==> src/rtl/core/spq_pkg.sv <==
`default_nettype none

package spq_pkg;

	localparam int DEPTH_DEF        = 16;
	localparam int PAYLOAD_BITS_DEF = 32;
	localparam int PRIO_BITS_DEF    = 16;

	localparam logic OP_ENQ = 1'b0;
	localparam logic OP_DEQ = 1'b1;

	typedef enum logic [1:0] {
		ST_OK    = 2'd0,
		ST_EMPTY = 2'd1,
		ST_FULL  = 2'd2
	} status_t;

	typedef struct packed {
		logic enq;
		logic deq;
	} cell_ctrl_t;

endpackage

`default_nettype wire

==> src/rtl/core/spq_in_if.sv <==
`default_nettype none

interface spq_in_if #(
	parameter int PAYLOAD_BITS = spq_pkg::PAYLOAD_BITS_DEF,
	parameter int PRIO_BITS    = spq_pkg::PRIO_BITS_DEF
);
	logic                        valid;
	logic                        ready;
	logic                        op;
	logic [PAYLOAD_BITS-1:0]     payload;
	logic signed [PRIO_BITS-1:0] prio;

	modport source (output valid, op, payload, prio, input ready);
	modport sink   (input valid, op, payload, prio, output ready);
endinterface

`default_nettype wire

==> src/rtl/core/spq_out_if.sv <==
`default_nettype none

interface spq_out_if #(
	parameter int PAYLOAD_BITS = spq_pkg::PAYLOAD_BITS_DEF,
	parameter int OCC_BITS     = $clog2(spq_pkg::DEPTH_DEF + 1)
);
	logic                    valid;
	logic                    ready;
	logic [PAYLOAD_BITS-1:0] out_payload;
	logic [1:0]              status;
	logic [OCC_BITS-1:0]     occupancy;

	modport source (output valid, out_payload, status, occupancy, input ready);
	modport sink   (input valid, out_payload, status, occupancy, output ready);
endinterface

`default_nettype wire

==> src/rtl/core/spq_cell.sv <==
`default_nettype none

module spq_cell #(
	parameter int PAYLOAD_BITS = spq_pkg::PAYLOAD_BITS_DEF,
	parameter int PRIO_BITS    = spq_pkg::PRIO_BITS_DEF
) (
	input  wire                               clk,
	input  wire                               arst_n,
	input  wire spq_pkg::cell_ctrl_t          ctrl,
	input  wire        [PAYLOAD_BITS-1:0]     new_payload,
	input  wire signed [PRIO_BITS-1:0]        new_prio,
	input  wire                               left_keep,
	input  wire                               left_valid,
	input  wire        [PAYLOAD_BITS-1:0]     left_payload,
	input  wire signed [PRIO_BITS-1:0]        left_prio,
	input  wire                               right_valid,
	input  wire        [PAYLOAD_BITS-1:0]     right_payload,
	input  wire signed [PRIO_BITS-1:0]        right_prio,
	output logic                              keep,
	output logic                              valid,
	output logic       [PAYLOAD_BITS-1:0]     payload,
	output logic signed [PRIO_BITS-1:0]       prio
);

	logic                        valid_q;
	logic [PAYLOAD_BITS-1:0]     payload_q;
	logic signed [PRIO_BITS-1:0] prio_q;
	logic                        take_new;

	// An entry of equal or higher priority stays in place on an enqueue.
	assign keep     = valid_q && (prio_q >= new_prio);
	assign take_new = !keep && left_keep;

	always_ff @(posedge clk or negedge arst_n) begin
		if (!arst_n) begin
			valid_q <= 1'b0;
		end else if (ctrl.enq && !keep) begin
			valid_q <= take_new ? 1'b1 : left_valid;
		end else if (ctrl.deq) begin
			valid_q <= right_valid;
		end
	end

	always_ff @(posedge clk) begin
		if (ctrl.enq && !keep) begin
			payload_q <= take_new ? new_payload : left_payload;
			prio_q    <= take_new ? new_prio : left_prio;
		end else if (ctrl.deq) begin
			payload_q <= right_payload;
			prio_q    <= right_prio;
		end
	end

	assign valid   = valid_q;
	assign payload = payload_q;
	assign prio    = prio_q;

endmodule

`default_nettype wire

==> src/rtl/core/sorted_priority_queue.sv <==
// Channel  Dir  Handshake      Payload
// req      in   valid/ready    op, payload, prio
// rsp      out  valid/ready    out_payload, status, occupancy
//
// One item is accepted per cycle while req.ready is high; every cell of the chain
// compares its priority with the incoming one in parallel. On an enqueue the cells
// behind the insertion point shift one place toward the tail, on a dequeue all shift
// toward the head. Results go to the output register; req.ready is high whenever that register is empty or being taken.
// Reset clears the cell valid bits, the entry count and the output valid bit.

`default_nettype none

module sorted_priority_queue #(
	parameter int DEPTH        = spq_pkg::DEPTH_DEF,
	parameter int PAYLOAD_BITS = spq_pkg::PAYLOAD_BITS_DEF,
	parameter int PRIO_BITS    = spq_pkg::PRIO_BITS_DEF
) (
	input wire        clk,
	input wire        arst_n,
	spq_in_if.sink    req,
	spq_out_if.source rsp
);

	localparam int OCC_BITS = $clog2(DEPTH + 1);

	logic                        cell_keep    [DEPTH];
	logic                        cell_valid   [DEPTH];
	logic [PAYLOAD_BITS-1:0]     cell_payload [DEPTH];
	logic signed [PRIO_BITS-1:0] cell_prio    [DEPTH];
	logic [DEPTH-1:0]            valid_vec;

	logic                    accept;
	logic                    enq_ok;
	logic                    deq_ok;
	spq_pkg::cell_ctrl_t     ctrl;
	logic [OCC_BITS-1:0]     count_q;
	logic [OCC_BITS-1:0]     count_next;
	spq_pkg::status_t        status_next;

	logic                    rsp_valid_q;
	logic [PAYLOAD_BITS-1:0] rsp_payload_q;
	spq_pkg::status_t        rsp_status_q;
	logic [OCC_BITS-1:0]     rsp_occ_q;

	assign req.ready = !rsp_valid_q || rsp.ready;
	assign accept    = req.valid && req.ready;
	assign enq_ok    = accept && (req.op == spq_pkg::OP_ENQ) && (count_q != OCC_BITS'(DEPTH));
	assign deq_ok    = accept && (req.op == spq_pkg::OP_DEQ) && (count_q != '0);
	assign ctrl.enq  = enq_ok;
	assign ctrl.deq  = deq_ok;

	always_comb begin
		count_next  = count_q;
		status_next = spq_pkg::ST_OK;
		if (enq_ok) begin
			count_next = count_q + 1'b1;
		end else if (deq_ok) begin
			count_next = count_q - 1'b1;
		end else if (req.op == spq_pkg::OP_ENQ) begin
			status_next = spq_pkg::ST_FULL;
		end else begin
			status_next = spq_pkg::ST_EMPTY;
		end
	end

	genvar i;
	generate
		for (i = 0; i < DEPTH; i++) begin : g_cell
			logic                        lk;
			logic                        lv;
			logic [PAYLOAD_BITS-1:0]     lp;
			logic signed [PRIO_BITS-1:0] lq;
			logic                        rv;
			logic [PAYLOAD_BITS-1:0]     rp;
			logic signed [PRIO_BITS-1:0] rq;

			if (i == 0) begin : g_head
				assign lk = 1'b1;
				assign lv = 1'b0;
				assign lp = '0;
				assign lq = '0;
			end else begin : g_body
				assign lk = cell_keep[i-1];
				assign lv = cell_valid[i-1];
				assign lp = cell_payload[i-1];
				assign lq = cell_prio[i-1];
			end

			if (i == DEPTH - 1) begin : g_tail
				assign rv = 1'b0;
				assign rp = '0;
				assign rq = '0;
			end else begin : g_inner
				assign rv = cell_valid[i+1];
				assign rp = cell_payload[i+1];
				assign rq = cell_prio[i+1];
			end

			spq_cell #(
				.PAYLOAD_BITS (PAYLOAD_BITS),
				.PRIO_BITS    (PRIO_BITS)
			) u_cell (
				.clk           (clk),
				.arst_n        (arst_n),
				.ctrl          (ctrl),
				.new_payload   (req.payload),
				.new_prio      (req.prio),
				.left_keep     (lk),
				.left_valid    (lv),
				.left_payload  (lp),
				.left_prio     (lq),
				.right_valid   (rv),
				.right_payload (rp),
				.right_prio    (rq),
				.keep          (cell_keep[i]),
				.valid         (cell_valid[i]),
				.payload       (cell_payload[i]),
				.prio          (cell_prio[i])
			);

			assign valid_vec[i] = cell_valid[i];
		end
	endgenerate

	always_ff @(posedge clk or negedge arst_n) begin
		if (!arst_n) begin
			count_q     <= '0;
			rsp_valid_q <= 1'b0;
		end else begin
			count_q <= count_next;
			if (accept) begin
				rsp_valid_q <= 1'b1;
			end else if (rsp.ready) begin
				rsp_valid_q <= 1'b0;
			end
		end
	end

	always_ff @(posedge clk) begin
		if (accept) begin
			rsp_payload_q <= deq_ok ? cell_payload[0] : '0;
			rsp_status_q  <= status_next;
			rsp_occ_q     <= count_next;
		end
	end

	assign rsp.valid       = rsp_valid_q;
	assign rsp.out_payload = rsp_payload_q;
	assign rsp.status      = rsp_status_q;
	assign rsp.occupancy   = rsp_occ_q;

	a_count_range: assert property (@(posedge clk) disable iff (!arst_n)
		count_q <= OCC_BITS'(DEPTH))
		else $error("entry count exceeds depth");

	a_count_matches_cells: assert property (@(posedge clk) disable iff (!arst_n)
		$countones(valid_vec) == int'(count_q))
		else $error("cell valid bits disagree with entry count");

	a_head_sorted: assert property (@(posedge clk) disable iff (!arst_n)
		valid_vec[1] |-> (cell_prio[0] >= cell_prio[1]))
		else $error("head cells out of priority order");

	a_deq_shrinks: assert property (@(posedge clk) disable iff (!arst_n)
		deq_ok |=> (count_q == $past(count_q) - 1'b1))
		else $error("dequeue did not remove an entry");

endmodule

`default_nettype wire

==> src/flat_wrapper.sv <==
// flat-port wrapper written by rule: the top's interface ports become plain ports
module sorted_priority_queue_flat 
#(
	parameter int DEPTH        = spq_pkg::DEPTH_DEF,
	parameter int PAYLOAD_BITS = spq_pkg::PAYLOAD_BITS_DEF,
	parameter int PRIO_BITS    = spq_pkg::PRIO_BITS_DEF
)
  (clk, arst_n, req_valid, req_op, req_payload, req_prio, req_ready, rsp_valid, rsp_out_payload, rsp_status, rsp_occupancy, rsp_ready);
  spq_in_if #(.PAYLOAD_BITS(PAYLOAD_BITS), .PRIO_BITS(PRIO_BITS)) req_i ();
  spq_out_if #(.PAYLOAD_BITS(PAYLOAD_BITS)) rsp_i ();
  input wire clk;
  input wire arst_n;
  input wire logic [$bits(req_i.valid)-1:0] req_valid;
  input wire logic [$bits(req_i.op)-1:0] req_op;
  input wire logic [$bits(req_i.payload)-1:0] req_payload;
  input wire logic [$bits(req_i.prio)-1:0] req_prio;
  output wire logic [$bits(req_i.ready)-1:0] req_ready;
  output wire logic [$bits(rsp_i.valid)-1:0] rsp_valid;
  output wire logic [$bits(rsp_i.out_payload)-1:0] rsp_out_payload;
  output wire logic [$bits(rsp_i.status)-1:0] rsp_status;
  output wire logic [$bits(rsp_i.occupancy)-1:0] rsp_occupancy;
  input wire logic [$bits(rsp_i.ready)-1:0] rsp_ready;
  assign req_i.valid = req_valid;
  assign req_i.op = req_op;
  assign req_i.payload = req_payload;
  assign req_i.prio = req_prio;
  assign req_ready = req_i.ready;
  assign rsp_valid = rsp_i.valid;
  assign rsp_out_payload = rsp_i.out_payload;
  assign rsp_status = rsp_i.status;
  assign rsp_occupancy = rsp_i.occupancy;
  assign rsp_i.ready = rsp_ready;
  sorted_priority_queue #(.DEPTH(DEPTH), .PAYLOAD_BITS(PAYLOAD_BITS), .PRIO_BITS(PRIO_BITS)) u_core (.clk(clk), .arst_n(arst_n), .req(req_i), .rsp(rsp_i));
endmodule
==> config.mk <==
export PLATFORM = sky130hd
export DESIGN_NAME = sorted_priority_queue_flat
export DESIGN_NICKNAME = d
export VERILOG_FILES = /design/src/rtl/core/spq_pkg.sv /design/src/rtl/core/spq_in_if.sv /design/src/rtl/core/spq_out_if.sv /design/src/rtl/core/spq_cell.sv /design/src/rtl/core/sorted_priority_queue.sv /design/src/flat_wrapper.sv
export SDC_FILE = /design/constraint.sdc
export NUM_CORES = 2
export LEC_CHECK = 0
export CAP_MARGIN = 25
export CORE_AREA = 10 10 322 324
export CTS_CLUSTER_SIZE = 40
export DETAILED_ROUTE_END_ITERATION = 8
export DIE_AREA = 0 0 332 334
export DONT_BUFFER_PORTS = 1
export PLACE_DENSITY = 0.73
export SYNTH_ARGS = -nofsm -noshare
export SYNTH_HDL_FRONTEND = slang
export SYNTH_HIERARCHICAL = 1
export SYNTH_SLANG_ARGS = --single-unit
==> constraint.sdc <==
create_clock -name clk -period 4.3 [get_ports clk]
set_clock_uncertainty 0.2 [all_clocks]
set_input_delay 0.215 -clock clk [delete_from_list [all_inputs] [get_ports clk]]
set_output_delay 0.215 -clock clk [all_outputs]
set_load 0.1 [all_outputs]
## Word level (Yosys, flattened, before mapping)

Index checks and enable logic that the tools add are counted.

- Bits in registers: 829
- Bits of input ports: 53
- Output and inout bits: 41

- Add/subtract/negate cells: 2
- Magnitude comparators: 16
- Equal/unequal tests: 1
- Muxes and demuxes: 149
- Bitwise gates (word level): 1
- Reduce and logical (&&, ||, !) cells: 89

Operators by type and width:

| cell | number |
|---|---|
| 2-to-1 mux 32 bit | 48 |
| 2-to-1 mux 16 bit | 48 |
| >= comparator 16 bit | 16 |
| logical AND 1 bit | 52 |
| 2-to-1 mux 1 bit | 50 |
| nonzero test 2 bit | 17 |
| zero test 1 bit | 17 |
| 2-to-1 mux 5 bit | 2 |
| adder 5 x 1 -> 5 bit (second input constant) | 1 |
| != test 5 bit (second input constant) | 1 |
| nonzero test 5 bit | 1 |
| subtractor 5 x 1 -> 5 bit (second input constant) | 1 |
| 2-to-1 mux 2 bit | 1 |
| OR reduction 2 bit | 1 |
| logical OR 1 bit | 1 |
| inverter 1 bit | 1 |

## Logic depth before layout (Yosys ltp)

- Depth in word-level cells: 7
- Gate-level depth with buffers: 12

## Hierarchy

Netlist, hierarchy kept.

By module, submodules not included:

| module | times used | cells an instance | area each (um2) |
|---|---|---|---|
| spq_cell (u_core.g_cell[1].u_cell ...) | 9 | 222 | 3,145.5 |
| spq_cell (u_core.g_cell[0].u_cell ...) | 6 | 222 | 3,299.4 |
| spq_cell (u_core.g_cell[10].u_cell) | 1 | 222 | 3,119.2 |
| sorted_priority_queue | 1 | 116 | 1,795.5 |

## Worst setup path before layout

Ideal clock, no wire load.

- Path kind: reg-to-reg
- Start point: register u_core.rsp_valid_q, in the netlist u_core/rsp.valid
- End point: register u_core.g_cell[1].u_cell.payload_q[0], enable pin
- Arrival time: 3.979 ns
- Required time: 3.716 ns
- Path slack: -0.263 ns
- Cell stages (with the launch flop): 7
- Buffers on the path: 1
- Clock period less this slack: 4.563 ns
- Path through: dfrtp_1 and2b_1 nor4_4 nand2_1 o311ai_4 buf_6 or2_2

- Cells in the longest elaborated chain, start to end: 7

RTL lines:

| element | line | RTL |
|---|---|---|
| start, declared | sorted_priority_queue.sv:40 | `logic rsp_valid_q;` |
| start signal, assigned | sorted_priority_queue.sv:128 | `rsp_valid_q <= 1'b0;` |
| start signal, assigned | sorted_priority_queue.sv:132 | `rsp_valid_q <= 1'b1;` |
| start signal, assigned | sorted_priority_queue.sv:134 | `rsp_valid_q <= 1'b0;` |
| zero test 1 bit | sorted_priority_queue.sv:45 | `assign req.ready = !rsp_valid_q \|\| rsp.ready;` |
| logical OR 1 bit | sorted_priority_queue.sv:45 |  |
| logical AND 1 bit | sorted_priority_queue.sv:46 | `assign accept = req.valid && req.ready;` |
| logical AND 1 bit (2 in a row) | sorted_priority_queue.sv:47 | `assign enq_ok = accept && (req.op == spq_pkg::OP_ENQ) && (count_q != OCC_BITS'(DEPTH));` |
| net u_core.enq_ok | sorted_priority_queue.sv:33 | `logic enq_ok;` |
| logical AND 1 bit | spq_cell.sv:45 | `if (ctrl.enq && !keep) begin` |
| nonzero test 2 bit (no line) | - |  |
| end signal, assigned | spq_cell.sv:46 | `payload_q <= take_new ? new_payload : left_payload;` |
| end signal, assigned | spq_cell.sv:49 | `payload_q <= right_payload;` |
| end, declared | spq_cell.sv:26 | `logic [PAYLOAD_BITS-1:0] payload_q;` |

The timed path passes the listed nets, and every way through them passes these cells.
A chain may end at the register's enable or synchronous reset.

## Final worst setup path

- Start point: register u_core.g_cell[1].u_cell.prio_q[7]
- End point: register u_core.g_cell[1].u_cell.payload_q[19], data pin

- Cells in the longest elaborated chain, start to end: 6

RTL lines:

| element | line | RTL |
|---|---|---|
| start, declared | spq_cell.sv:27 | `logic signed [PRIO_BITS-1:0] prio_q;` |
| start signal, assigned | spq_cell.sv:47 | `prio_q <= take_new ? new_prio : left_prio;` |
| start signal, assigned | spq_cell.sv:50 | `prio_q <= right_prio;` |
| >= comparator 16 bit * | spq_cell.sv:31 | `assign keep = valid_q && (prio_q >= new_prio);` |
| logical AND 1 bit * | spq_cell.sv:31 |  |
| zero test 1 bit * | spq_cell.sv:32, spq_cell.sv:45 |  |
| logical AND 1 bit | spq_cell.sv:32 | `assign take_new = !keep && left_keep;` |
| 2-to-1 mux 32 bit | spq_cell.sv:46 |  |
| 2-to-1 mux 32 bit * | spq_cell.sv:45 |  |

Every way passes the cells marked *; elsewhere a longest branch is shown, timed or not.

==> summary.md <==
| Metric | Value |
|---|---|
| Status | `complete, no violations` |
| Clk sink count | `approximately 830` |
| Initial core utilization | `between 50% and 60%` |
| Crit path kind | `flip-flop to flip-flop` |
| Die Wd | `332 um` |
| Worst-margin pin slew | `1.01 ns` |
| Logic gate share of total power | `40.9%` |
| Design Area, Final | `58000 um2` |
| Final routed DRC violation total | `0` |
| H-tree depth | `3` |
| Slowest CP cell | `o311ai_4` |
| CP Max Fanout | `26` |
| Core Area | `97600 um2` |
| Final Cycle Share | `89.6%` |
| I/O pins | `94` |
| CP Launch Type | `flip-flop` |
| Synth warn | `6` |
| Synthesized cell area | `53000 um2` |
| Worst hold start | `rsp_ready` |
| R2r worst-path depth | `8` |
| Die footprint | `111000 um2` |
| Global-route usage over all layers | `20.0%` |
| Final Slew Violations | `0` |
| Crit path DAT | `4.05 ns` |
| # setup viols final | `0` |
| R2r endpoint | `u_core/g_cell[1].u_cell/payload[19]` |
| Unrepaired setup endpoints after global routing | `no` |
| Worst hold stages | `2` |
| Max IR drop VDD | `0.761 mV` |
| Layout Cells excl Fill | `5188` |
| Post-DP HPWL | `81600 um` |
| Cell internal pwr | `24.7 mW` |
| Sw Ratio | `a little under a third` |
| Post-CTS Setup Repair Bufs | `0` |
| Sequential power share | `between 30% and 40%` |
| CTS Buffer Depth | `3` |
| Post_cts resized | `0` |
| Initial detailed-routing violation count | `slightly above 2000` |
| RR Startpoint | `u_core/g_cell[1].u_cell/prio[7]` |
| Port Buf Inserts | `0` |
| DP Area | `54600 um2` |
| CP required | `4.50 ns` |
| Layout cells sized above 1 | `45.4%` |
| Final hold slack | `about 0.033 ns` |
| Power Dens Cells | `619 nW/um2` |
| Clock root buffer | `clkbuf_16` |
| Clock Power Share | `20.8%` |
| Worst Hold End | `u_core/rsp.out_payload[1]` |
| Chip height | `334 um` |
| Placer Congestion | `0.795` |
| Synth Instances | `3666` |
| Max Cap Viol | `0` |
| Setup Total Neg Slack | `0 ns` |
| Pin count of the biggest net entering global routing | `50` |
| Worst-Skew Late Latency | `0.67 ns` |
| Slew margin rel. | `32.8%` |
| Cell Chain, Critical Path | `ha_1 > a21oi_1 > o21ai_0 > a221oi_1 > nand3_1 > o311ai_4 > buf_4 > mux2_2` |
| CTS clk-pin slew, worst paths | `0.06 ns` |
| Synth-to-layout area growth | `9.51%` |
| Syn Area/Cell | `around 14 um2` |
| Final Hold Violating Endpoints | `0` |
| Final ANT Viol Nets | `0` |
| P_sw | `11.2 mW` |
| Pwr Total | `36.0 mW` |
| # fillers | `around 7600` |
| Initial antenna violation count | `14` |
| CP max stage delay | `0.87 ns` |
| Max Freq | `260 MHz` |
| Total global routing overflow | `0` |
| Nets | `roughly 4100` |
| WL final | `115000 um` |
| Inserted Clock Buffers | `94` |
| Commonest non-fill, non-tap cell in the layout | `mux2_2` |
| R2R Setup Slk | `~0.45 ns` |
| Placed Cells | `4954` |
| Vias per Instance | `5.75` |
| Pleak | `21.9 nW` |
| HP Class | `input pin to flip-flop` |
| Critical Path Sink Type | `flip-flop` |
| First-pass GRT wire length | `181000 um` |
| DRT Pass-1 Iters | `5` |
| Via count | `29800` |
| Row count | `115` |
| Number of global-route vias before repair | `30400` |
| Most frequent cells in the layout | `1156 x mux2_2, 807 x edfxtp_1, 360 x mux2_4` |
| Avg WL per Cell | `22.1 um` |
| Fin crit period | `between 3 and 4 ns` |
| CTS tree | `yes` |
-- critical path: cells and delay by family (launching register included) --
kind / cells / cell delay, ns
simple gates: 1 / 0.24
buf+inv: 1 / 0.48
fa+ha+maj: 1 / 0.33
flops: 1 / 0.42
compound gates: 4 / 1.53
mux: 1 / 0.38
-- sequential cells by signal (all words and copies together) (netlist names) --
name and cells:
u_core/rsp.valid 1, u_core/rsp.out_payload 32, u_core/rsp.status 2, u_core/rsp.occupancy 5
u_core/count_q 5, u_core/g_cell.u_cell/payload 512, u_core/g_cell.u_cell/prio 256, u_core/g_cell.u_cell/valid 16
-- through the flow --
step | worst slack, ns | utilization [%]
after global placement | 0.567 | 56.0
after CTS | 0.509 | 59.5
after floorplan | -0.0868 | -
after global routing | 0.325 | 59.5
final | 0.447 | 59.5
after detailed placement | 0.535 | 56.0
-- worst max-delay path by stage --
stage / startpoint / end / slack [ns] / cells past startpoint
2_1_floorplan: u_core/rsp.valid / u_core/g_cell[13].u_cell/payload[0] / -0.09 / 6
6_report: u_core/g_cell[1].u_cell/prio[7] / u_core/g_cell[1].u_cell/payload[19] / 0.45 / 8
4_1_cts: u_core/g_cell[1].u_cell/prio[7] / u_core/g_cell[1].u_cell/payload[5] / 0.51 / 8
3_3_place_gp: u_core/g_cell[0].u_cell/prio[15] / u_core/g_cell[1].u_cell/payload[4] / 0.57 / 10
3_5_place_dp: u_core/g_cell[1].u_cell/prio[7] / u_core/g_cell[1].u_cell/payload[5] / 0.54 / 8
5_1_grt: u_core/g_cell[1].u_cell/prio[7] / u_core/g_cell[1].u_cell/payload[11] / 0.32 / 8
-- timing repair --
item,4_1_cts,5_1_grt
endpoints found under the hold margin,840,0
hold buffers,56,0
endpoints found under the setup margin,0,0
-- per-layer routing --
layer | GRT usage, % | vias up | part of all wire, %
li1 | - | 14200 | -
met1 | 30.9 | 14800 | 52
met2 | 29.1 | 658 | 41
met3 | 3.10 | 154 | 4.9
met4 | 4.29 | 20 | 1.8
met5 | 0 | - | 0.11
-- layout make-up --
| cell class | count | area, um2 | share of cell area [%] |
|---|---|---|---|
| Clock buffer | 129 | 2540 | 4.38 |
| Clock inverter | 44 | 284 | 0.489 |
| Sequential cell | 829 | 24800 | 42.7 |
| Antenna cell | 4 | 10.0 | 0.0172 |
| Tap cell | 1287 | 1610 | 2.77 |
| Multi-Input combinational cell | 2497 | 26400 | 45.5 |
| Timing Repair Buffer | 122 | 1380 | 2.37 |
| Inverter | 276 | 1040 | 1.78 |
-- power by group through the flow --
stage | logic (mW) | clock network (mW) | registers (mW)
finish | 14.7 | 7.49 | 13.8
global route | 15.8 | 7.97 | 14.0
CTS | 14.7 | 7.65 | 13.7
detailed placement | 14.5 | 0 | 13.9
global placement | 14.1 | 0 | 13.8
floorplan | 12.3 | 0 | 13.1
Power figures use the tool's default switching activity.
